<file path="config.mk">
export PLATFORM = sky130hd
export DESIGN_NAME = alc_ctrl
export DESIGN_NICKNAME = d
export VERILOG_FILES = /design/src/design/alc_pkg.sv /design/src/design/alc_ctrl.sv
export SDC_FILE = /design/constraint.sdc
export NUM_CORES = 1
export LEC_CHECK = 0
export ABC_AREA = 1
export BUFFER_PORTS_ARGS = -buffer_cell sky130_fd_sc_hd__buf_2
export CORE_AREA = 3 3 40 42
export CTS_CLUSTER_SIZE = 25
export DETAILED_ROUTE_END_ITERATION = 7
export DIE_AREA = 0 0 43 45
export HOLD_SLACK_MARGIN = 0.1
export PLACE_DENSITY_LB_ADDON = 0.05
export SYNTH_ARGS = -nofsm -noshare
export SYNTH_HDL_FRONTEND = slang
export SYNTH_SLANG_ARGS = --single-unit
</file>
<file path="constraint.sdc">
create_clock -name i_clk -period 2.4 [get_ports i_clk]
set_clock_uncertainty 0.15 [all_clocks]
set_input_delay 0.48 -clock i_clk [delete_from_list [all_inputs] [get_ports i_clk]]
set_output_delay 0.48 -clock i_clk [all_outputs]
set_load 0.01 [all_outputs]
</file>
<file path="src/design/alc_pkg.sv">
// shared types for the array list with cursor block
// request and status codes, datapath command and status structs; no dependencies
package alc_pkg;

    typedef enum logic [1:0] {
        REQ_INSERT = 2'd0,
        REQ_FIRST  = 2'd1,
        REQ_NEXT   = 2'd2,
        REQ_REMOVE = 2'd3
    } t_req;

    typedef enum logic [1:0] {
        ST_OK    = 2'd0,
        ST_FULL  = 2'd1,
        ST_END   = 2'd2,
        ST_NOCUR = 2'd3
    } t_status;

    localparam int DATA_W  = 32;
    localparam int COUNT_W = 8;

    typedef enum logic [3:0] {
        DP_NOP,
        DP_CAPTURE,
        DP_INSERT,
        DP_FIRST,
        DP_NEXT,
        DP_REMOVE,
        DP_FAIL,
        DP_TAKE,
        DP_SHIFT_RD,
        DP_SHIFT_WR,
        DP_FINISH,
        DP_LOAD
    } t_dp_op;

    typedef struct packed {
        t_dp_op  op;
        t_status status;
    } t_dp_cmd;

    typedef struct packed {
        t_req req;
        logic full;
        logic empty;
        logic at_end;
        logic no_cur;
        logic shift_done;
    } t_dp_stat;

endpackage

</file>
<file path="src/design/alc_ctrl.sv">
// request sequencer of the array list block
// depends on alc_pkg; drives the datapath through t_dp_cmd
module alc_ctrl (
    input  logic              i_clk,
    input  logic              i_rst_n,
    input  logic              i_in_valid,
    output logic              o_in_ready,
    output logic              o_out_valid,
    input  logic              i_out_ready,
    input  alc_pkg::t_dp_stat i_stat,
    output alc_pkg::t_dp_cmd  o_cmd
);
    import alc_pkg::*;

    typedef enum logic [2:0] {
        S_IDLE,
        S_EXEC,
        S_RD_WAIT,
        S_SHIFT_RD,
        S_SHIFT_WR,
        S_DONE
    } t_state;

    t_state  r_state, n_state;
    logic    r_out_valid, n_out_valid;
    t_dp_cmd cmd;
    logic    out_free;

    // output register is free when empty or being taken this cycle
    assign out_free = !r_out_valid || i_out_ready;

    always_comb begin
        n_state     = r_state;
        n_out_valid = r_out_valid;
        cmd.op      = DP_NOP;
        cmd.status  = ST_OK;
        if (r_out_valid && i_out_ready) begin
            n_out_valid = 1'b0;
        end
        case (r_state)
            S_IDLE: begin
                if (i_in_valid) begin
                    cmd.op  = DP_CAPTURE;
                    n_state = S_EXEC;
                end
            end
            S_EXEC: begin
                n_state = S_DONE;
                case (i_stat.req)
                    REQ_INSERT: begin
                        if (i_stat.full) begin
                            cmd.op     = DP_FAIL;
                            cmd.status = ST_FULL;
                        end else begin
                            cmd.op = DP_INSERT;
                        end
                    end
                    REQ_FIRST: begin
                        if (i_stat.empty) begin
                            cmd.op     = DP_FAIL;
                            cmd.status = ST_END;
                        end else begin
                            cmd.op  = DP_FIRST;
                            n_state = S_RD_WAIT;
                        end
                    end
                    REQ_NEXT: begin
                        if (i_stat.at_end) begin
                            cmd.op     = DP_FAIL;
                            cmd.status = ST_END;
                        end else begin
                            cmd.op  = DP_NEXT;
                            n_state = S_RD_WAIT;
                        end
                    end
                    REQ_REMOVE: begin
                        if (i_stat.no_cur) begin
                            cmd.op     = DP_FAIL;
                            cmd.status = ST_NOCUR;
                        end else begin
                            cmd.op  = DP_REMOVE;
                            n_state = S_RD_WAIT;
                        end
                    end
                    default: begin
                        cmd.op     = DP_FAIL;
                        cmd.status = ST_NOCUR;
                    end
                endcase
            end
            S_RD_WAIT: begin
                cmd.op  = DP_TAKE;
                n_state = (i_stat.req == REQ_REMOVE) ? S_SHIFT_RD : S_DONE;
            end
            S_SHIFT_RD: begin
                if (i_stat.shift_done) begin
                    cmd.op  = DP_FINISH;
                    n_state = S_DONE;
                end else begin
                    cmd.op  = DP_SHIFT_RD;
                    n_state = S_SHIFT_WR;
                end
            end
            S_SHIFT_WR: begin
                cmd.op  = DP_SHIFT_WR;
                n_state = S_SHIFT_RD;
            end
            S_DONE: begin
                if (out_free) begin
                    cmd.op      = DP_LOAD;
                    n_out_valid = 1'b1;
                    n_state     = S_IDLE;
                end
            end
            default: begin
                n_state = S_IDLE;
            end
        endcase
    end

    always_ff @(posedge i_clk) begin
        if (!i_rst_n) begin
            r_state     <= S_IDLE;
            r_out_valid <= 1'b0;
        end else begin
            r_state     <= n_state;
            r_out_valid <= n_out_valid;
        end
    end

    assign o_in_ready  = (r_state == S_IDLE);
    assign o_out_valid = r_out_valid;
    assign o_cmd       = cmd;

    a_done_loads: assert property (@(posedge i_clk) disable iff (!i_rst_n)
        (r_state == S_DONE) && !r_out_valid |=> r_out_valid && (r_state == S_IDLE))
        else $error("finished request not moved into the output register");
endmodule

</file>
==> metrics.csv <==
stage,metric,value,unit
timing,fin_crit,2.044,ns
global_route,grt_start_max_net_pins,7,
route,drc,0,
pwr,worst_ir_drop_vdd,0.0001946,V
global_route,gr-usage-met1,15.87,%
timing,hold_viol_final,0,
flow_run,max_cap_viol_count,0,
setup_path,critical_path.startpoint_type,flip-flop,
global_route,global_route.usage.met2,18.56,%
place,place.detailed.hpwl,837.4,µm
global_route,global_route_wire_length_before_repair,1752,µm
global_route,gr-usage-all-layers,11.81,%
cells_and_area,area_growth_syn_to_layout,34.65,%
timing,report.final.setup_viol,0,
yosys,postSynthNetCount,78,
setup_path,critPathRequiredTime,1.77,ns
hold_path,timing.hold.worst.start,i_rst_n,
clock_network,clock_path_buffers,2,
yosys,yosys-mux-area-fraction,0,%
global_route,grt-busiest-layer,met2,
yosys,post-synth-top-area-fraction,21.12,%
yosys,synthCells,67,
yosys,area_fraction_in_compound_gates_after_synthesis,18.81,%
setup_path,setup.worst_path.end_class,output pin,
route,via_total_after_detailed_routing,471,
hold_path,holdPathStages,3,
setup_path,timing.critical_path.from,r_state[0],
yosys,synth_top_area_cell,dfxtp_1,
clock_network,tritoncts_buffers,3,
setup_path,timing.reg2reg.setup_slack,1.02,ns
route,routedWlPerCell,9.544,µm
timing,worst_slew_margin_rel,77.83,%
yosys,synth.top_cells.by_area,"dfxtp_1, inv_1, nand2_1",
setup_path,ff2ff_path_depth,7,
place,placed_standard_cell_area,488.0,µm²
timing,worst-slew-pin-transition,0.3284,ns
clock_network,ctsHoldBuffers,0,
global_route,global_route.overflow_total,0,
pwr,cellPowerDensity,629.4,nW/µm²
setup_path,cp.arrival,1.41,ns
timing,timing.final.crit_share,85.19,%
global_route,gr-usage-met3,3.187,%
clock_network,post_cts_gate_resize_count,0,
place,gpl.final_weighted_congestion,0.7703,
floorplanning,die_height,45,µm
timing,timing.fmax,0.4891,GHz
clock_network,ctsRootBufferMaster,clkbuf_4,
timing,count_of_final_max_slew_check_failures,0,
setup_path,r2r_end,r_state[0],
yosys,synth-xor-area-share,0,%
clock_network,cts_tree,done,
clock_network,insertion_delay,0.23,ns
cells_and_area,final_area,510.5,µm²
yosys,yosys_warnings,0,
timing,rsz0062_at_grt,false,
setup_path,crit_chain,"inv_2, nor3_4, o21ai_0, a21oi_1, buf_2",
cells_and_area,leading_cell_type_in_the_layout_fill_and_taps_excluded,buf_2,
pwr,design_power_total,0.0003213,W
setup_path,critical_path_class,flip-flop to output pin,
cells_and_area,multiInputGateArea,242.7,µm²
yosys,part_of_the_yosys_area_used_for_sequential_elements,21.12,%
status,status,"complete, no violations",
cells_and_area,regArea,80.08,µm²
floorplanning,die_w,43,µm
route,drt_wl_total,983,µm
setup_path,cpPeakStageDelay,0.42,ns
cells_and_area,antenna_cells,0,
cells_and_area,fillers,152,
setup_path,critical_path_buf_inv_count,2,
setup_path,crit_path_top_delay_cell,dfxtp_1,
yosys,synth_seq_cells,4,
pwr,static-leakage-power,0.2929,nW
cells_and_area,final_standard_cell_utilization_of_the_core,39.73,%
floorplanning,placementRows,13,
setup_path,worstPathMaxFanout,6,
yosys,ys_types,16,
yosys,post_synth.cell_area_avg,5.658,µm²
yosys,synth-adder-area-share,0,%
route,routed_via_density,4.573,
floorplanning,core_area,1285,µm²
clock_network,cts.reportedPaths.clkPinSlew,0.04,ns
route,first_iter_violations,6,
cells_and_area,layout.cells.most_common_list,"buf_2, inv_1, nand2_1, nor2_1, nand3_1",
place,portBuffers,18,
clock_network,ctsHtreeMaxLevel,1,
hold_path,hold_class,input pin to flip-flop,
global_route,grt_antenna_before_repair,0,
floorplanning,dieArea,1935,µm²
clock_network,cts_sinks,4,
floorplanning,io_pins,19,
route,antenna_violating_nets_post_route,0,
yosys,synth_area,379.1,µm²
cells_and_area,final_layout_size_suffix_gt1_share,28.41,%
yosys,synth-simple-area-share,45.21,%
cells_and_area,layout_net_count,101,
clock_network,post-cts-setup-buffers,0,
hold_path,hold_critical_path_endpoint,r_state[2],
setup_path,cpLargestDelayFamily,flip-flops,
timing,setup_tns,0,ns
setup_path,worstReg2RegStart,r_state[2],
global_route,vias_in_the_first_global_route,424,
route,router_iterations_before_antenna_repair,4,
yosys,synth_top_family_by_area,simple AND/OR/NAND/NOR gates,
floorplanning,start_util,29.50,%
flip-flops by register name, summed over array words and instances, names as in the netlist:
register,flops
o_out_valid,1
r_state,3
metal layers:
metal / up-vias / routed length, µm
li1: 258 / -
met1: 198 / 477
met2: 15 / 441
met3: 0 / 63
met4: 0 / 0
met5: - / 0
logic make-up (layout without fill, tap and decap cells):
family / after synthesis / count (layout)
AO/OA/AOI/OAI: 12 / 12
buffers and inverters: 15 / 36
flip-flops: 4 / 4
AND/OR/NAND/NOR: 36 / 36
where the power goes:
| group | total [W] | switching, W | internal, W |
|---|---|---|---|
| clock network | 0.0000813 | 0.0000255 | 0.0000558 |
| logic | 0.000151 | 0.0000900 | 0.0000612 |
| registers | 0.0000889 | 0.0000132 | 0.0000757 |
area by class of cell:
type	count	area share, %
Clock buffer	3	4.412
Inverter	15	11.03
Multi-Input combinational cell	48	47.55
Tap cell	15	3.676
Sequential cell	4	15.69
Timing Repair Buffer	18	17.65
through the flow:
stage	setup slack [ns]	cells	hold slack, ns
finish	0.3555	103	0.3010
global route	0.1729	103	0.3213
CTS	0.3402	103	0.2968
detailed placement	0.4858	100	0.3984
global placement	0.5171	100	0.3937
floorplan	0.7659	67	0.4064
tightest hold or removal path, stage by stage:
cell     delay (ns)
buf_2          0.08
nand2_1        0.04
inv_1          0.04
worst max path at each step:
stage | endpoint | slack, ns | depth (start not counted)
floorplan | o_cmd[0] | 0.77 | 4
global placement | o_cmd[1] | 0.52 | 6
detailed placement | o_cmd[1] | 0.49 | 6
CTS | o_cmd[4] | 0.34 | 5
global route | o_cmd[4] | 0.17 | 5
finish | o_cmd[0] | 0.36 | 5
cells in the mapped netlist:
master     n
inv_2      1
nand4_2    1
nor2_1    11
inv_1     14
nand3_1    8
nand3b_1   1
nor3_4     1
o311ai_0   1
o22ai_1    1
dfxtp_1    4
o21bai_1   1
nor3_1     1
o21ai_0    2
nand2_1   13
a21oi_1    6
a21oi_2    1
No activity file was read; power rests on OpenSTA's default activity.
